File: config.mk
export PLATFORM = sky130hd
export DESIGN_NAME = nsd_sqrt
export DESIGN_NICKNAME = d
export VERILOG_FILES = /design/src/nsd_pkg.sv /design/src/nsd_sqrt.sv
export SDC_FILE = /design/constraint.sdc
export NUM_CORES = 1
export LEC_CHECK = 0
export BUFFER_PORTS_ARGS = -buffer_cell sky130_fd_sc_hd__buf_2
export CAP_MARGIN = 20
export CORE_ASPECT_RATIO = 0.8
export CORE_MARGIN = 4
export CORE_UTILIZATION = 55
export DETAILED_ROUTE_END_ITERATION = 8
export GPL_TIMING_DRIVEN = 0
export PLACE_DENSITY = 0.89
export SETUP_SLACK_MARGIN = 0.1
export SLEW_MARGIN = 20
export SYNTH_ARGS = -nofsm -noshare
export SYNTH_HDL_FRONTEND = slang
export SYNTH_SLANG_ARGS = --single-unit
File: constraint.sdc
create_clock -name clk -period 2.9 [get_ports clk]
set_clock_uncertainty 0.2 [all_clocks]
set_input_delay 0.725 -clock clk [delete_from_list [all_inputs] [get_ports clk]]
set_output_delay 0.725 -clock clk [all_outputs]
set_load 0.1 [all_outputs]
File: src/nsd_pkg.sv
package nsd_pkg;

  localparam int DEF_NUM_SAMPLES = 32;
  localparam int DEF_DIMS        = 16;

  localparam int SLOT_W     = 5;
  localparam int DIM_W      = 4;
  localparam int DIM_EXT_W  = 7;
  localparam int VALUE_W    = 16;
  localparam int ID_W       = 20;
  localparam int DIST_W     = 18;
  localparam int CFG_IDX_W  = 1;
  localparam int CFG_DATA_W = 6;
  localparam int ACT_SAMPLES_W = 6;
  localparam int ACT_DIMS_W    = 5;

  localparam logic [ACT_SAMPLES_W-1:0] ACT_SAMPLES_RST = 6'd32;
  localparam logic [ACT_DIMS_W-1:0]    ACT_DIMS_RST    = 5'd16;

  localparam logic OP_LOAD  = 1'b0;
  localparam logic OP_QUERY = 1'b1;

  localparam logic [CFG_IDX_W-1:0] CFG_ACTIVE_SAMPLES = 1'b0;
  localparam logic [CFG_IDX_W-1:0] CFG_ACTIVE_DIMS    = 1'b1;

  typedef struct packed {
    logic               op;
    logic [SLOT_W-1:0]  slot;
    logic [DIM_W-1:0]   dim;
    logic [VALUE_W-1:0] value;
    logic [ID_W-1:0]    point_id;
    logic               last;
  } nsd_req_t;

  typedef struct packed {
    logic [ID_W-1:0]   score_point_id;
    logic [DIST_W-1:0] distance;
  } nsd_res_t;

  typedef struct packed {
    logic               load;
    logic               rd;
    logic [DIM_W-1:0]   dim;
    logic [VALUE_W-1:0] value;
    logic [ID_W-1:0]    id;
    logic               acc;
    logic               clear;
  } nsd_cell_ctrl_t;

endpackage

File: src/nsd_sqrt.sv
module nsd_sqrt import nsd_pkg::*; #(
  parameter int ROOT_W = 18
) (
  input  logic                  clk,
  input  logic                  rst,
  input  logic                  start,
  input  logic [2*ROOT_W-1:0]   operand,
  output logic                  done,
  output logic [ROOT_W-1:0]     root
);

  localparam int OP_W = 2 * ROOT_W;
  localparam int CNTW = $clog2(ROOT_W + 1);

  logic              run;
  logic [CNTW-1:0]   cnt;
  logic [OP_W-1:0]   opnd;
  logic [ROOT_W+1:0] rem;
  logic [ROOT_W+1:0] rem_next;
  logic [ROOT_W+2:0] rem_sh;
  logic [ROOT_W+2:0] trial;
  logic [ROOT_W+2:0] rem_sub;
  logic              take;

  assign rem_sh   = {rem[ROOT_W:0], opnd[OP_W-1 -: 2]};
  assign trial    = {1'b0, root, 2'b01};
  assign take     = (rem_sh >= trial);
  assign rem_sub  = rem_sh - trial;
  assign rem_next = take ? rem_sub[ROOT_W+1:0] : rem_sh[ROOT_W+1:0];

  always_ff @(posedge clk) begin
    if (rst) begin
      run  <= 1'b0;
      cnt  <= '0;
      done <= 1'b0;
    end else begin
      done <= 1'b0;
      if (start) begin
        run <= 1'b1;
        cnt <= '0;
      end else if (run) begin
        cnt <= cnt + 1'b1;
        if (cnt == CNTW'(ROOT_W - 1)) begin
          run  <= 1'b0;
          done <= 1'b1;
        end
      end
    end
  end

  always_ff @(posedge clk) begin
    if (start) begin
      opnd <= operand;
      rem  <= '0;
      root <= '0;
    end else if (run) begin
      opnd <= opnd << 2;
      rem  <= rem_next;
      root <= {root[ROOT_W-2:0], take};
    end
  end

endmodule

* Yosys cells after proc, flatten, opt, wreduce, memory -nomap -nowiden
Index checks and enable logic that the tools add are counted.
Operators by class: $add $sub $neg 2, multipliers 0, divide/modulo/power cells 0, order comparisons 1, eq/ne operators 1, shift-type cells 0, muxes and demuxes 7, bitwise operators 1, reduce and logical (&&, ||, !) cells 3
Operators with widths (count):
- two-way mux 36 bit | 2
- >= comparator 21 x 20 -> 1 bit | 1
- two-way mux 19 bit | 1
- subtractor 19 bit | 1
- adder 5 x 1 -> 5 bit (second input constant) | 1
- == test 5 bit (second input constant) | 1
- two-way mux 1 bit | 4
- OR reduction 3 bit | 1
- nonzero test 2 bit | 1
- OR reduction 2 bit | 1
- NOT 1 bit | 1
Storage, ports and cells: register bits 80, latch bits 0, RAM bits 0, bits in read-only memories 0, output and inout port bits 19, word-level logic and storage cells 21, memories kept 0

* Logic depth before layout (Yosys ltp)
word-level depth 4, mapped depth 12, depth with buffers taken out 9

* Worst setup path before layout
Ideal clock, no wire load.
kind flip-flop to flip-flop, from register root[6], to register rem[10], library setup time 137 ps, data arrival time 2903 ps, setup slack -341 ps, cell stages (with the launch flop) 12, path buffers 2, period minus slack after synthesis 3241 ps, cell sequence dfxtp_1 inv_1 ha_1 a211oi_2 nor2_1 a2111oi_4 o2bb2ai_2 o311a_1 buf_6 buf_12 mux2i_1 a211oi_1
On the way: longest elaborated chain between the ends 2, elaborated cells between the ends (all ways) 3, classes of those cells add/sub: 1; order compare: 1; mux: 1
Ends and longest elaborated chain:
- start, declared | line nsd_sqrt.sv:9 | output logic [ROOT_W-1:0] root
- start signal, assigned | line nsd_sqrt.sv:59 | root <= {root[ROOT_W-2:0], take};
- subtractor 19 bit / >= comparator 21 x 20 -> 1 bit (equally long branches) | line nsd_sqrt.sv:28, nsd_sqrt.sv:27
- two-way mux 19 bit * | line nsd_sqrt.sv:29 | assign rem_next = take ? rem_sub[ROOT_W+1:0] : rem_sh[ROOT_W+1:0];
- end signal, assigned | line nsd_sqrt.sv:58 | rem <= rem_next;
- end, declared | line nsd_sqrt.sv:18 | logic [ROOT_W+1:0] rem;
Every way passes the cells marked *; elsewhere a longest branch is shown, timed or not. A chain may end at the register's enable or synchronous reset.

* Worst setup path after layout
from register root[11], to register rem[9]
On the way: longest elaborated chain between the ends 2
Ends and longest elaborated chain:
- >= comparator 21 x 20 -> 1 bit | line nsd_sqrt.sv:27 | assign take = (rem_sh >= trial);
- two-way mux 19 bit | line nsd_sqrt.sv:29
No other way between the ends.

==> summary.md <==
| Metric | Value |
|---|---|
| Layout Utilization | `70.2%` |
| Synthesis-to-layout area growth | `23.1%` |
| CP max-delay cell | `or3_4` |
| Final Net Count | `530` |
| Avg Vias per Cell | `5.64` |
| Worst setup EP type | `register` |
| Cell Rows | `28` |
| Commonest non-fill, non-tap cell in the layout | `buf_2` |
| Vias in the first global route | `3208` |
| Final period utilization | `97.9%` |
| Ranking of synthesized cells by area | `edfxtp_1 (26%), dfxtp_1 (21%), mux2_2 (9.0%)` |
| Mux contribution to synthesized area | `15.7%` |
| Crit Path Class | `reg -> reg` |
| CORE AREA | `0.00743 mm^2` |
| Unique masters post-synth | `51` |
| Hold Fails Final Rpt | `0` |
| Drt total wl | `9.87 mm` |
| Seq pwr share | `27.6%` |
| Die X | `106 um` |
| Fmax | `352 MHz` |
| Most frequent cells in the layout | `buf_2 (56), nor2_1 (45), edfxtp_1 (36)` |
| Finished Layout Cells | `579` |
| GRT Total Usage | `20.9%` |
| Hold Path Class | `reg -> reg` |
| Ordered cell list for the critical path | `inv_2, ha_4, buf_6, nand4_1, or3_4, nor4_4, nor4_2, o311a_1, buf_6, clkbuf_16, mux2i_1, a211oi_1` |
| Final min period | `2.84 ns` |
| Clock power frac | `16.9%` |
| Psw | `0.00203 W` |
| Clock root buffer | `clkbuf_8` |
| DRT Pass-1 Iters | `4` |
| Worst-Margin Slew | `0.742 ns` |
| Post-Synth XOR/XNOR Area | `4.14%` |
| Sw frac | `38.3%` |
| Syn Inst Count | `392` |
| Die Y | `86.5 um` |
| Final GP Congestion | `0.881` |
| Max-slew violation count | `0` |
| Initial antenna violation count | `0` |
| Initial DRC Count | `171` |
| Final Cell Area | `0.00521 mm^2` |
| Worst-path fanout max | `8` |
| Setup Viol. Count Final | `0` |
| Syn Nets | `453` |
| Yosys reg bits | `80` |
| Compound-Gate Fraction of Synth Area | `13.1%` |
| Worst-skew pair later-pin latency | `0.36 ns` |
| IO Count | `58` |
| Fill cells | `558` |
| Clk sink count | `80` |
| Post-Syn Area | `0.00423 mm^2` |
| PD cells | `1010 mW/mm^2` |
| Most used cell, CP | `buf_6` |
| Unrepaired setup endpoints after global routing | `true` |
| CTS H-tree lvls | `3` |
| P_int | `0.00326 W` |
| Number of synthesized flops with an enable pin | `36` |
| Bufs on Longest Clock Path | `2` |
| Comb pwr share | `55.5%` |
| CTS tree | `built` |
| Prevailing post-synth register cell | `dfxtp_1` |
| Simple-Gate Fraction of Synth Area | `9.90%` |
| Largest net degree at the start of global routing | `37` |
| Top cell type's share of synthesized area | `25.5%` |
| Crit path required time | `2.95 ns` |
| Max-Cap Viols | `0` |
| Post-synthesis adder-cell area fraction | `6.50%` |
| Synth area leader | `edfxtp_1` |
| Hold Buf Count CTS | `0` |
| CTS clk-pin slew, worst paths | `0.08 ns` |
| Hold slack | `0.301 ns` |
| Placed Area | `0.00469 mm^2` |
| Share of cells above drive strength 1 | `35.0%` |
| Placed cells | `553` |
| CP Launch Type | `register` |
| Post-synth ARST share | `0%` |
| Maximum vdd ir drop | `0.000582 V` |
| GR Overflow Total | `0` |
| Die Area | `0.00917 mm^2` |
| Mean Syn Cell Area | `10.8 um^2` |
| Rel. slew slack | `50.5%` |
| P_leak | `2.05 nW` |
| Drc violations | `0` |
| Setup TNS | `0 ns` |
| Main combinational cell family by area after synthesis | `multiplexers` |
| Starting Density | `57.0%` |
| Num CTS Buffers | `9` |
| First-pass GRT wire length | `15.2 mm` |
| Warnings from Yosys | `0` |
| Seq/Total Area, Yosys | `46.3%` |
| IO Port Bufs | `56` |
| N_diodes | `0` |
| CP max stage delay | `0.42 ns` |
| Via count | `3265` |
| Worst Path Arrival | `2.89 ns` |
| Dpl hpwl | `6.63 mm` |
| Status | `finished, final reports clean` |
| Wire per inst | `17.1 um` |
| Final ANT Viol Nets | `0` |
-- power groups by stage --
stage          clock network [W]  logic [W]  registers, W
2_1_floorplan                  0    0.00191       0.00146
3_3_place_gp                   0    0.00228       0.00145
3_5_place_dp                   0    0.00235       0.00145
4_1_cts                 0.000904    0.00239       0.00143
5_1_grt                 0.000961    0.00314       0.00147
6_report                0.000893    0.00294       0.00146
-- Yosys cell counts, types with 3 or more instances --
library cell	instances
nor2_1	45
dfxtp_1	44
edfxtp_1	36
mux2_2	34
mux2i_1	28
ha_1	22
inv_1	22
a21oi_1	15
a211oi_1	14
o21ai_0	14
clkbuf_1	13
nand2_1	13
xor2_1	11
xnor2_1	9
a32oi_1	5
nand2b_1	5
nor2b_1	5
o31ai_1	5
and3_1	3
nand4_1	3
nor4_1	3
o211ai_1	3
o21a_1	3
-- flip-flops by register name, indices dropped and copies added, names as in the netlist --
register / cells
cnt: 5
done: 1
run: 1
root: 18
rem: 19
opnd: 36
-- final timing paths --
check                 from       to  slack [ns]  cells past startpoint
setup / recovery  root[11]   rem[9]        0.06                     12
hold / removal     rem[17]  rem[17]        0.30                      2
setup reg to reg  root[11]   rem[9]        0.06                     12
hold reg to reg    rem[17]  rem[17]        0.30                      2
-- timing repair --
item	in CTS	in global routing
pin swaps	0	23
buffers inserted	0	9
gates resized for setup	2	37
setup endpoints to repair	11	20
gates cloned	0	1
-- kinds of logic (layout without fill, tap and decap cells) --
| group | count (synthesis) | count (layout) |
|---|---|---|
| flops | 80 | 80 |
| xor+xnor | 20 | 20 |
| fa+ha+maj | 22 | 22 |
| buf+inv | 41 | 123 |
| simple gates | 90 | 90 |
| compound gates | 77 | 77 |
| mux | 62 | 62 |
-- layout make-up --
class	count	area, um^2	share of cell area [%]
Multi-Input combinational cell	271	2290	44.0
Sequential cell	80	2010	38.6
Timing Repair Buffer	66	373	7.15
Clock buffer	11	131	2.52
Tap cell	105	131	2.52
Buffer	19	110	2.11
Inverter	22	82.6	1.58
Clock inverter	5	81.3	1.56
-- layer usage --
layer | GRT usage, % | wire [um]
met1 | 26.3 | 4200
met2 | 34.6 | 4720
met3 | 7.59 | 785
met4 | 5.18 | 157
met5 | 0 | 0
-- worst max-delay path: cells and delay by family (launching register included) --
| kind | cells | cell delay (ns) |
|---|---|---|
| AO/OA/AOI/OAI | 2 | 0.40 |
| adder cells (fa/ha/maj) | 1 | 0.26 |
| buffers and inverters | 4 | 0.44 |
| flip-flops | 1 | 0.36 |
| multiplexers | 1 | 0.12 |
| AND/OR/NAND/NOR | 4 | 0.94 |
-- metrics by stage --
stage / setup WS (ns) / power (W)
after floorplan: 0.103 / 0.00337
after global placement: -0.0122 / 0.00372
after detailed placement: 0.0747 / 0.00381
after CTS: 0.0709 / 0.00473
after global routing: 0.00584 / 0.00557
final: 0.0608 / 0.00529
(Power assumes the default switching activity.)
