## config.mk

```make
export PLATFORM = sky130hd
export DESIGN_NAME = nsd_cell
export DESIGN_NICKNAME = d
export VERILOG_FILES = /design/src/nsd_pkg.sv /design/src/nsd_cell.sv
export SDC_FILE = /design/constraint.sdc
export NUM_CORES = 1
export LEC_CHECK = 0
export BUFFER_PORTS_ARGS = -buffer_cell sky130_fd_sc_hd__buf_2
export CORE_ASPECT_RATIO = 0.7
export CORE_MARGIN = 1.5
export CORE_UTILIZATION = 38
export CTS_BUF_LIST = sky130_fd_sc_hd__clkbuf_4 sky130_fd_sc_hd__clkbuf_8
export CTS_CLUSTER_DIAMETER = 100
export CTS_CLUSTER_SIZE = 12
export DETAILED_ROUTE_END_ITERATION = 8
export HOLD_SLACK_MARGIN = 0.06
export PLACE_DENSITY = 0.51
export SETUP_SLACK_MARGIN = 0.02
export SLEW_MARGIN = 10
export SYNTH_ARGS = -nofsm -noshare
export SYNTH_HDL_FRONTEND = slang
export SYNTH_SLANG_ARGS = --single-unit
```

## constraint.sdc

```tcl
create_clock -name clk -period 15.8 [get_ports clk]
set_input_delay 0.79 -clock clk [delete_from_list [all_inputs] [get_ports clk]]
set_output_delay 0.79 -clock clk [all_outputs]
set_load 0.02 [all_outputs]
```

## src/nsd_pkg.sv

```systemverilog
package nsd_pkg;

  localparam int DEF_NUM_SAMPLES = 32;
  localparam int DEF_DIMS        = 16;

  localparam int SLOT_W     = 5;
  localparam int DIM_W      = 4;
  localparam int DIM_EXT_W  = 7;
  localparam int VALUE_W    = 16;
  localparam int ID_W       = 20;
  localparam int DIST_W     = 18;
  localparam int CFG_IDX_W  = 1;
  localparam int CFG_DATA_W = 6;
  localparam int ACT_SAMPLES_W = 6;
  localparam int ACT_DIMS_W    = 5;

  localparam logic [ACT_SAMPLES_W-1:0] ACT_SAMPLES_RST = 6'd32;
  localparam logic [ACT_DIMS_W-1:0]    ACT_DIMS_RST    = 5'd16;

  localparam logic OP_LOAD  = 1'b0;
  localparam logic OP_QUERY = 1'b1;

  localparam logic [CFG_IDX_W-1:0] CFG_ACTIVE_SAMPLES = 1'b0;
  localparam logic [CFG_IDX_W-1:0] CFG_ACTIVE_DIMS    = 1'b1;

  typedef struct packed {
    logic               op;
    logic [SLOT_W-1:0]  slot;
    logic [DIM_W-1:0]   dim;
    logic [VALUE_W-1:0] value;
    logic [ID_W-1:0]    point_id;
    logic               last;
  } nsd_req_t;

  typedef struct packed {
    logic [ID_W-1:0]   score_point_id;
    logic [DIST_W-1:0] distance;
  } nsd_res_t;

  typedef struct packed {
    logic               load;
    logic               rd;
    logic [DIM_W-1:0]   dim;
    logic [VALUE_W-1:0] value;
    logic [ID_W-1:0]    id;
    logic               acc;
    logic               clear;
  } nsd_cell_ctrl_t;

endpackage

```

## src/nsd_cell.sv

```systemverilog
module nsd_cell import nsd_pkg::*; #(
  parameter int DIMS  = DEF_DIMS,
  parameter int SUM_W = 36
) (
  input  logic                 clk,
  input  logic                 rst,
  input  nsd_cell_ctrl_t       ctrl,
  input  logic                 sel,
  input  logic                 active,
  input  logic [ID_W-1:0]      pid,
  input  logic [SUM_W-1:0]     best_in,
  output logic [SUM_W-1:0]     best_out
);

  localparam int AW = (DIMS > 1) ? $clog2(DIMS) : 1;

  logic [VALUE_W-1:0]   coord_mem [DIMS];
  logic [DIM_EXT_W-1:0] dim_ext;
  logic [AW-1:0]        addr;
  logic [VALUE_W-1:0]   rd_coord;
  logic [VALUE_W-1:0]   q_value;
  logic [ID_W-1:0]      src_id;
  logic [VALUE_W:0]     diff;
  logic [VALUE_W:0]     mag_full;
  logic [VALUE_W-1:0]   mag;
  logic [2*VALUE_W-1:0] prod;
  logic [SUM_W-1:0]     sum;
  logic                 cand;

  assign dim_ext = {{(DIM_EXT_W-DIM_W){1'b0}}, ctrl.dim};
  assign addr    = dim_ext[AW-1:0];

  always_ff @(posedge clk) begin
    if (ctrl.load && sel) begin
      coord_mem[addr] <= ctrl.value;
      src_id          <= ctrl.id;
    end
    if (ctrl.rd) begin
      rd_coord <= coord_mem[addr];
      q_value  <= ctrl.value;
    end
  end

  assign diff     = {q_value[VALUE_W-1], q_value} - {rd_coord[VALUE_W-1], rd_coord};
  assign mag_full = diff[VALUE_W] ? (~diff + 1'b1) : diff;
  assign mag      = mag_full[VALUE_W-1:0];

  always_ff @(posedge clk) begin
    prod <= mag * mag;
  end

  always_ff @(posedge clk) begin
    if (rst) begin
      sum <= '0;
    end else if (ctrl.clear) begin
      sum <= '0;
    end else if (ctrl.acc && active) begin
      sum <= sum + SUM_W'(prod);
    end
  end

  assign cand = active && (src_id != pid) && (sum != '0) &&
                ((best_in == '0) || (sum < best_in));

  always_ff @(posedge clk) begin
    best_out <= cand ? sum : best_in;
  end

endmodule

```

# [Yosys cells after proc, flatten, opt, wreduce, memory -nomap -nowiden]
# Memory sizes are Yosys's and may differ from the RTL's. A register that Yosys moved wholly into a read port is not among the register bits.
# Cells that the tools add are included.
[totals] n_memories=1 wordCells=26 ramBits=256 in_bits=104 output_inout_bits=36 register_bits=140
[op_classes] n_reduce_logical=9 magnitude_cmp=1 mux=4 n_bitwise=1 add_sub_neg=3 multipliers=1 n_eq_ne=1
[memory_table] name="coord_mem" words=16 word_bits=16 read_ports=1 rd_clocked_by_memory_dff=1 wr=1 line_no="nsd_cell.sv:17" text="logic [VALUE_W-1:0] coord_mem [DIMS];"
[ops] op="$add A36 B32 Y36" count=1
[ops] op="$logic_not A36 Y1" count=1
[ops] op="$lt A36 B36 Y1" count=1
[ops] op="$mux W36" count=1
[ops] op="$reduce_bool A36 Y1" count=1
[ops] op="$mul A16 B16 Y32" count=1
[ops] op="$ne A20 B20 Y1" count=1
[ops] op="$sub A16 B16 Y17" count=1
[ops] op="$add A16 B1 Y16 const B" count=1
[ops] op="$mux W16" count=1
[ops] op="$not A16 Y16" count=1
[ops] op="$logic_and A1 B1 Y1" count=5
[ops] op="$mux W1" count=2
[ops] op="$reduce_or A2 Y1" count=1
[ops] op="$logic_or A1 B1 Y1" count=1

# [Depth between registers and ports, before layout]
# Gate-level depths: netlist of run 1.
[logic_depth] word_depth=5 mapped_depth=38 ltp_nobuf=37

# [Least setup slack after synthesis of run 1]
# No wires, ideal clock.
[synth_timing] path_type="flip-flop to flip-flop" startpoint="register q_value[0]" endpoint="register prod[30]" arrival_time_ns=8.262 required_ns=15.728 setup_slack_ns=7.466 n_path_buf=1 period_less_slack_ns=8.334 stages_incl_launch_ff=37 setup_time_ns=0.072 cell_sequence="edfxtp_1 > inv_1 > ha_1 > inv_1 > fa_1 > a211oi_1 > o21ai_1 > a221oi_2 > o211ai_1 > o21a_1 > buf_2 > a31o_2 > xnor2_2 > inv_2 > nand2_1 > inv_1 > fa_1 > inv_1 > fa_1 > inv_1 > fa_1 > inv_1 > fa_1 > fa_1 > fa_1 > inv_1 > ha_1 > a21o_1 > a21oi_1 > o221ai_1 > o31ai_1 > a21oi_1 > o21ai_0 > nand3_1 > a31o_2 > a21oi_1 > xnor2_1"
[synth_between] elab_chain_cells=5
[synth_lines] element="from (decl)" line_no="nsd_cell.sv:21" text="logic [VALUE_W-1:0] q_value;"
[synth_lines] element="from (signal assigned)" line_no="nsd_cell.sv:40" text="q_value <= ctrl.value;"
[synth_lines] element="$sub A16 B16 Y17 *" line_no="nsd_cell.sv:44" text="assign diff = {q_value[VALUE_W-1], q_value} - {rd_coord[VALUE_W-1], rd_coord};"
[synth_lines] element="$not A16 Y16" line_no="nsd_cell.sv:45" text="assign mag_full = diff[VALUE_W] ? (~diff + 1'b1) : diff;"
[synth_lines] element="$add A16 B1 Y16" line_no="nsd_cell.sv:45"
[synth_lines] element="$mux W16 *" line_no="nsd_cell.sv:45"
[synth_lines] element="$mul A16 B16 Y32 *" line_no="nsd_cell.sv:49" text="prod <= mag * mag;"
[synth_lines] element="to (signal assigned)" line_no="nsd_cell.sv:49"
[synth_lines] element="to (decl)" line_no="nsd_cell.sv:26" text="logic [2*VALUE_W-1:0] prod;"
# Mark *: on every way between the ends. The rest lies on a longest branch, timed or not.
# A chain may end at the register's enable or synchronous reset.

# [Final worst setup path of run 1]
# Same ends and word-level chain as after synthesis.

==> run metrics, run 1 <==
Nets=between 2,000 and 3,000; CTS clk-pin slew, worst paths=0.09 ns; fraction of registers with async set/reset=0%; setup slack at placement=about 5.7 ns; Mapped Area=25,400 µm²; critical hold path startpoint=ctrl[9]; clk_lat worst skew=0.66 ns; ys flop type=edfxtp_1; Global Route Usage Sum=18.3%; multiplexer area fraction after synthesis=8.67%; YS warnings=0; die height=219 µm; PortBufs=139; Max stage delay cell, worst path=xnor2_2; Compound-Gate Fraction of Synth Area=7.32%; placed inst area=27,300 µm²; layout cells sized above 1=17.5%; count of final setup violators=0; I/O Pins=140; Post-Syn Instances=a little over 2,000; post-route cell area=~28,000 µm²; max incr delay on CP=0.60 ns; antenna cells=0; total CTS buffers=40; Avg Vias per Cell=5.22; Slew Viols, Final=0; clock sink total=411; Final WS setup=between 5 and 6 ns; FF/Latch Area=11,300 µm²; Multi-input gate area=12,800 µm²; post_cts resized=0; RR Startpoint=q_value[0]; grt ovf=0; DRC viols=0; clk_skew=around 0.046 ns; Post-Syn Area per Cell=12.3 µm²; max-cap violations=0; startpoint types=flop; Placeable Area=66,300 µm²; initial antenna violation count=0; largest family of logic cells by synthesized area=adder cells; CP arrival=10.67 ns; status=completed; fin crit period=about 10 ns; DR WL/cell=19.5 µm; total number of vias=16,300; Tcrit/Tclk final=63.9%; Core Rows=79; Synth Area in Simple Gates=8.04%; Worst setup EP type=flop; Adder-Cell Fraction of Synth Area=a little over a fifth; die area=68,500 µm²; Initial DRC Count=1,258; P&R area growth vs syn=9.83%; Die X=312 µm; starting density of the core=38.3%; RSZ-0062 raised after global routing=false; fillers=6,244; first-pass GRT wire length=96.2 mm; post-route ant nets=0; synthesized net count=2,521; maximum clock path buffer count=3; Unique masters post-synth=79; setup bufs post-CTS=0; vias in the first global route=16,900; most frequent cells in the layout=edfxtp_1, inv_1, ha_1, fa_1, nand2_1; Crit. Startpoint=q_value[0]; Hold Crit Class=in -> reg; largest net degree at the start of global routing=45; CTS tree=built; Post-synth EDFFs=308; HPWL Detailed=45.7 mm; sequential fraction of the synthesis area=44.5%; Slew HR=14.9%; worst slew pin tran=1.27 ns; XOR/XNOR Fraction of Synth Area=4.18%; Yosys reg bits=411; flop2flop setup slack=5.70 ns; commonest non-fill, non-tap cell in the layout=edfxtp_1; first-pass iteration count of the detailed router=5; Final Hold Vio Count=0; Required @ worst endpoint=between 15 and 20 ns; maximum fanout along the worst path=10; Post-CTS Hold Fix Bufs=0; DRT Wirelength=61.0 mm; root buffer cell=clkbuf_8; RePlAce Congestion=between 0.8 and 0.9; setup tns final=0 ns; fmax=0.0990 GHz; Post-Route Utilization=42.1%; H-tree levels=2; critical path class=reg -> reg
## critical path, delay by kind of cell (launching register included)
kind                       cells  cell delay (ns)
AOI/OAI and AO/OA             14             3.96
and+or+nand+nor                2             0.36
xor gates and xnor gates       2             0.73
adders and majority gates      9             3.92
DFF                            1             0.36
buffers and inverters          8             0.69
## path summary, 6_finish.rpt
check	endpoint	depth (start not counted)
worst max-delay path	prod[30]	35
worst min-delay path	src_id[7]	1
worst max register to register	prod[30]	35
worst min register to register	sum[22]	2
## cell families (layout without fill, tap and decap cells)
kind of cell / after synthesis / count (layout)
buffers and inverters: 366 / 528
and+or+nand+nor: 449 / 449
DFF: 411 / 411
xor gates and xnor gates: 110 / 110
adders and majority gates: 344 / 344
AOI/OAI and AO/OA: 277 / 277
muxes: 116 / 116
## metal layers
metal	up-vias	global-route usage, %	routed length (µm)
li1	7549	-	-
met1	8303	28.7	31000
met2	409	25.9	25000
met3	69	3.46	4030
met4	2	3.95	953
met5	-	0.568	52
## metrics by stage
stage          cells  hold slack, ns
2_1_floorplan   2073           0.470
3_3_place_gp    3076           0.502
3_5_place_dp    3076           0.509
4_1_cts         3126           0.258
5_1_grt         3126           0.262
6_report        3126           0.306
## cell usage after synthesis, types with 29 or more instances
| library cell | count | area (µm²) |
|---|---|---|
| clkbuf_1 | 31 | 116 |
| mux4_2 | 80 | 1800 |
| nand3_1 | 29 | 145 |
| xnor2_1 | 66 | 578 |
| mux2_2 | 34 | 383 |
| nand2_1 | 150 | 563 |
| xor2_1 | 33 | 289 |
| ha_1 | 179 | 2240 |
| a21o_1 | 36 | 270 |
| edfxtp_1 | 308 | 9250 |
| inv_1 | 304 | 1140 |
| a21oi_1 | 88 | 440 |
| nor3_1 | 33 | 165 |
| nor2_1 | 136 | 510 |
| dfxtp_1 | 103 | 2060 |
| fa_1 | 165 | 3300 |
| o21ai_0 | 39 | 195 |
## flip-flops by register name, summed over array words and instances (netlist names)
register,cells
coord_mem,256
best_out,36
sum,36
prod,31
src_id,20
q_value,16
rd_coord,16
## area by class of cell
type,instances,area share (%)
well taps,891,3.99
clock buffers,45,2.11
inverters,318,4.28
flip-flops and latches,411,40.5
multi-input cells,1296,45.9
repair buffers,160,3.07
clock inverters,5,0.197
Power of run 1 is left out: the tool's default activity adds up to more than one toggle a clock period on the data nets, which glitch-free logic cannot reach.
==> run 2: changes to the inputs <==
--- a/config.mk
+++ b/config.mk
@@ -14,7 +14,7 @@
 export CTS_CLUSTER_SIZE = 12
 export DETAILED_ROUTE_END_ITERATION = 8
 export HOLD_SLACK_MARGIN = 0.06
-export PLACE_DENSITY = 0.51
+export PLACE_DENSITY = 0.53
 export SETUP_SLACK_MARGIN = 0.02
 export SLEW_MARGIN = 10
 export SYNTH_ARGS = -nofsm -noshare
==> constraint.sdc (replaced) <==
create_clock -name clk -period 8.1 [get_ports clk]
set_input_delay 0.405 -clock clk [delete_from_list [all_inputs] [get_ports clk]]
set_output_delay 0.405 -clock clk [all_outputs]
set_load 0.02 [all_outputs]
==> run 2 against run 1 <==
Net effect: wire length is 3.9% higher; critical path depth unchanged; core utilization grew 4.8 points; largest cell class unchanged; cell count up 9.3%; sequential share of layout area is 4.1 points lower.
==> run metrics, run 2 (synthesis gave the netlist of run 1 again) <==
Nets=2,963; vias in the first global route=roughly 18,000; CTS clk-pin slew, worst paths=~0.090 ns; first-pass GRT wire length=101 mm; Max stage delay cell, worst path=fa_1; startpoint types=flop; DR WL/cell=about 19 µm; root buffer cell=clkbuf_8; Final Hold Vio Count=0; initial antenna violation count=0; count of final setup violators=0; fmax=0.124 GHz; Slew Viols, Final=0; Slew HR=23.6%; die height=219 µm; Tcrit/Tclk final=between 90 and 100%; CP arrival=approximately 8.6 ns; cell mode on critical path=fa_1; die area=68,500 µm²; delay-heaviest family, CP=adder cells; max incr delay on CP=0.55 ns; largest net degree at the start of global routing=45; PortBufs=139; Avg Vias per Cell=5.08; Required @ worst endpoint=approximately 8.7 ns; status=completed; H-tree levels=2; fin crit period=8.05 ns; RSZ-0062 raised after global routing=true; clock sink total=411; Core Rows=79; HPWL Detailed=47.1 mm; max reg flops=around 260; first-pass iteration count of the detailed router=5; Hold Crit Class=in -> reg; CP Buf/Inv Count=7; Placeable Area=between 60,000 and 70,000 µm²; Top reg by flops=coord_mem; Global Route Usage Sum=18.9%; Finished Layout Cells=3,416; post-route ant nets=0; antenna cells=0; P&R area growth vs syn=22.4%; total CTS buffers=41; RePlAce Congestion=roughly 0.86; DRT Wirelength=63.4 mm; commonest non-fill, non-tap cell in the layout=edfxtp_1; critical path class=reg -> reg; worst slew pin tran=~1.1 ns; DRC viols=0; layout cells sized above 1=29.8%; grt ovf=0; clk_lat worst skew=~0.64 ns; clk_skew=roughly 0.051 ns; Largest regs=coord_mem (256), best_out (36), sum (36); setup tns final=0 ns; maximum clock path buffer count=3; Worst setup EP type=flop; placed cells=3,275; starting density of the core=about two fifths; total number of vias=17,400; I/O Pins=140; max-cap violations=0; Initial DRC Count=roughly 1,200; Die X=312 µm; most frequent cells in the layout=edfxtp_1, inv_1, buf_4, ha_1, fa_1; CTS tree=built; maximum fanout along the worst path=4
run 2: repair_timing:
action	4_1_cts	5_1_grt
pin swaps	57	90
endpoints found under the hold margin	54	0
gates cloned	0	0
buffers inserted	17	17
hold buffers	54	0
resized for setup	88	99
setup endpoints to repair	9	14
run 2: final cells by class:
type / count / area (µm²)
fill: 5988 / 35200
multi-input combinational: 1296 / 13500
sequential: 411 / 11300
timing repair buffer: 447 / 3250
inverter: 318 / 1200
tap: 891 / 1110
clock buffer: 47 / 616
clock inverter: 6 / 62.6
run 2: per-stage QoR:
step                      cell area (µm²)  utilization (%)  hold slack [ns]  setup WS, ns
after floorplan                     25500                -            0.470        0.0378
final                               31100             46.9            0.147        0.0499
after global routing                31100             46.9            0.113        -0.320
after global placement              28800             43.4            0.517        -0.285
after detailed placement            28800             43.4            0.517        -0.375
after CTS                           30500             46.0           0.0702       0.00486
run 2: path summary, 6_finish.rpt:
| check | start | end | slack (ns) | depth (start not counted) |
|---|---|---|---|---|
| setup / recovery | q_value[0] | prod[30] | 0.05 | 35 |
| hold / removal | best_in[2] | best_out[2] | 0.15 | 2 |
| setup reg to reg | q_value[0] | prod[30] | 0.05 | 35 |
| hold reg to reg | sum[15] | sum[15] | 0.53 | 2 |
run 2: per-layer routing:
metal	GRT usage, %	wire length, µm	vias to the layer above	part of all wire [%]
met5	0	0	-	0
met4	3.46	757	0	1.2
met3	3.51	3910	53	6.2
met2	27.9	27100	370	43
met1	29.1	31600	8839	50
li1	-	-	8104	-
Power of run 2 is left out for the same reason.
==> run 3: changes to the inputs <==
--- a/config.mk
+++ b/config.mk
@@ -15,6 +15,7 @@
 export DETAILED_ROUTE_END_ITERATION = 8
 export HOLD_SLACK_MARGIN = 0.06
 export PLACE_DENSITY = 0.53
+export REMOVE_ABC_BUFFERS = 1
 export SETUP_SLACK_MARGIN = 0.02
 export SLEW_MARGIN = 10
 export SYNTH_ARGS = -nofsm -noshare
==> run 3 against run 2 <==
Net effect: cell count up 0.53%; global-route usage down 0.32 points; register-to-register slack better by 0.02 ns; highest routed layer unchanged; hold slack better by 0.0077 ns; via count up 0.17%.
==> run metrics, run 3 (synthesis gave the netlist of run 1 again) <==
Avg Vias per Cell=5.07; commonest non-fill, non-tap cell in the layout=edfxtp_1; H-tree levels=2; CTS tree=built; Global Route Usage Sum=18.6%; Largest regs=coord_mem (256), best_out (36), sum (36); die area=68,500 µm²; Hold Crit Class=in -> reg; RePlAce Congestion=0.851; Required @ worst endpoint=approximately 8.6 ns; FF/Latch Area=11,300 µm²; Slew HR=between 20 and 30%; Slew Viols, Final=0; Finished Layout Cells=3,434; most frequent cells in the layout=edfxtp_1, inv_1, buf_4, ha_1, fa_1; DRT Wirelength=around 63 mm; fmax=between 0.1 and 0.15 GHz; root buffer cell=clkbuf_8; clk_skew=0.0281 ns; clock sink total=411; CP arrival=8.55 ns; critical hold path startpoint=ctrl[26]; hold slack=~0.16 ns; Multi-input gate area=13,500 µm²; largest net degree at the start of global routing=47; placed cells=roughly 3,300; maximum fanout along the worst path=4; Nets=2,982; Die X=312 µm; initial antenna violation count=0; fin crit period=8.03 ns; P&R area growth vs syn=22.7%; starting density of the core=38.3%; placed inst area=about 29,000 µm²; Max stage delay cell, worst path=fa_1; antenna cells=0; total number of vias=~17,000; DR WL/cell=18.3 µm; layout cells sized above 1=30.1%; first-pass GRT wire length=99.5 mm; startpoint types=flop; DRC viols=0; PortBufs=139; vias in the first global route=18,100; Crit. Startpoint=q_value[4]; count of final setup violators=0; Placeable Area=66,300 µm²; maximum clock path buffer count=3; Worst setup EP type=flop; Final Hold Vio Count=0; Initial DRC Count=approximately 1,100; clk_lat worst skew=about 0.64 ns; CTS clk-pin slew, worst paths=about 0.10 ns; post-route cell area=31,200 µm²; I/O Pins=140; Tcrit/Tclk final=99.1%; RSZ-0062 raised after global routing=true; cell mode on critical path=fa_1; status=completed; worst slew pin tran=1.12 ns; fillers=5,992; Core Rows=79; max incr delay on CP=around 0.53 ns; total CTS buffers=40; Top reg by flops=coord_mem; grt ovf=0; RR Startpoint=q_value[4]; first-pass iteration count of the detailed router=5; max-cap violations=0; max reg flops=256; post-route ant nets=0; die height=between 200 and 250 µm; critical path class=reg -> reg; HPWL Detailed=46.3 mm
run 3: cell count changes in the layout (fill, tap and decap cells not counted), moves of 5 or more:
| cell | previous run | this run |
|---|---|---|
| buf_4 | 232 | 244 |
| fa_1 | 152 | 162 |
| fa_2 | 13 | 3 |
| nor2_4 | 13 | 7 |
| buf_6 | 20 | 25 |
| nor2_1 | 102 | 107 |
| o21ai_1 | 8 | 3 |
run 3: stage by stage:
step / setup slack [ns] / util, % / TNS [ns]
after floorplan: -0.206 / - / -0.509
after global placement: -0.543 / 43.5 / -3.46
after detailed placement: -0.630 / 43.5 / -4.55
after CTS: -0.0508 / 46.1 / -0.0912
after global routing: -0.308 / 47.0 / -1.63
final: 0.0733 / 47.0 / 0
run 3: cell type report:
class / instances / area share [%]
Tap cell: 891 / 3.57
Timing Repair Buffer: 467 / 11.1
Sequential cell: 411 / 36.3
Inverter: 318 / 3.85
Clock inverter: 5 / 0.176
Clock buffer: 46 / 1.91
Multi-Input combinational cell: 1296 / 43.2
run 3: repair_timing:
| item | 4_1_cts | 5_1_grt |
|---|---|---|
| resized for setup | 86 | 103 |
| hold buffers | 55 | 0 |
| hold endpoints to repair | 55 | 0 |
| setup buffers | 21 | 24 |
| pin swaps | 57 | 67 |
| endpoints found under the setup margin | 13 | 15 |
run 3: worst paths after layout:
kind                                   endpoint  cells after the start  slack, ns
worst max-delay path                   prod[31]                     30       0.07
worst min-delay path            coord_mem[0][4]                      1       0.16
worst max register to register         prod[31]                     30       0.07
worst min register to register           sum[3]                      2       0.52
run 3: routing by layer:
| layer | track usage [%] | part of all wire [%] | vias up |
|---|---|---|---|
| met5 | 0 | 0 | - |
| met2 | 27.2 | 42 | 365 |
| met3 | 3.00 | 5.7 | 55 |
| met4 | 3.59 | 1.3 | 0 |
| li1 | - | - | 8151 |
| met1 | 29.1 | 51 | 8824 |
run 3: worst max-delay path, delay by kind of cell, from the launching register on:
family,cells,cell delay (ns)
adder cells (fa/ha/maj),8,3.50
AO/OA/AOI/OAI,9,1.99
buffers and inverters,6,0.75
AND/OR/NAND/NOR,5,0.75
flip-flops,1,0.46
XOR/XNOR,2,0.45
Power of run 3 is left out for the same reason.
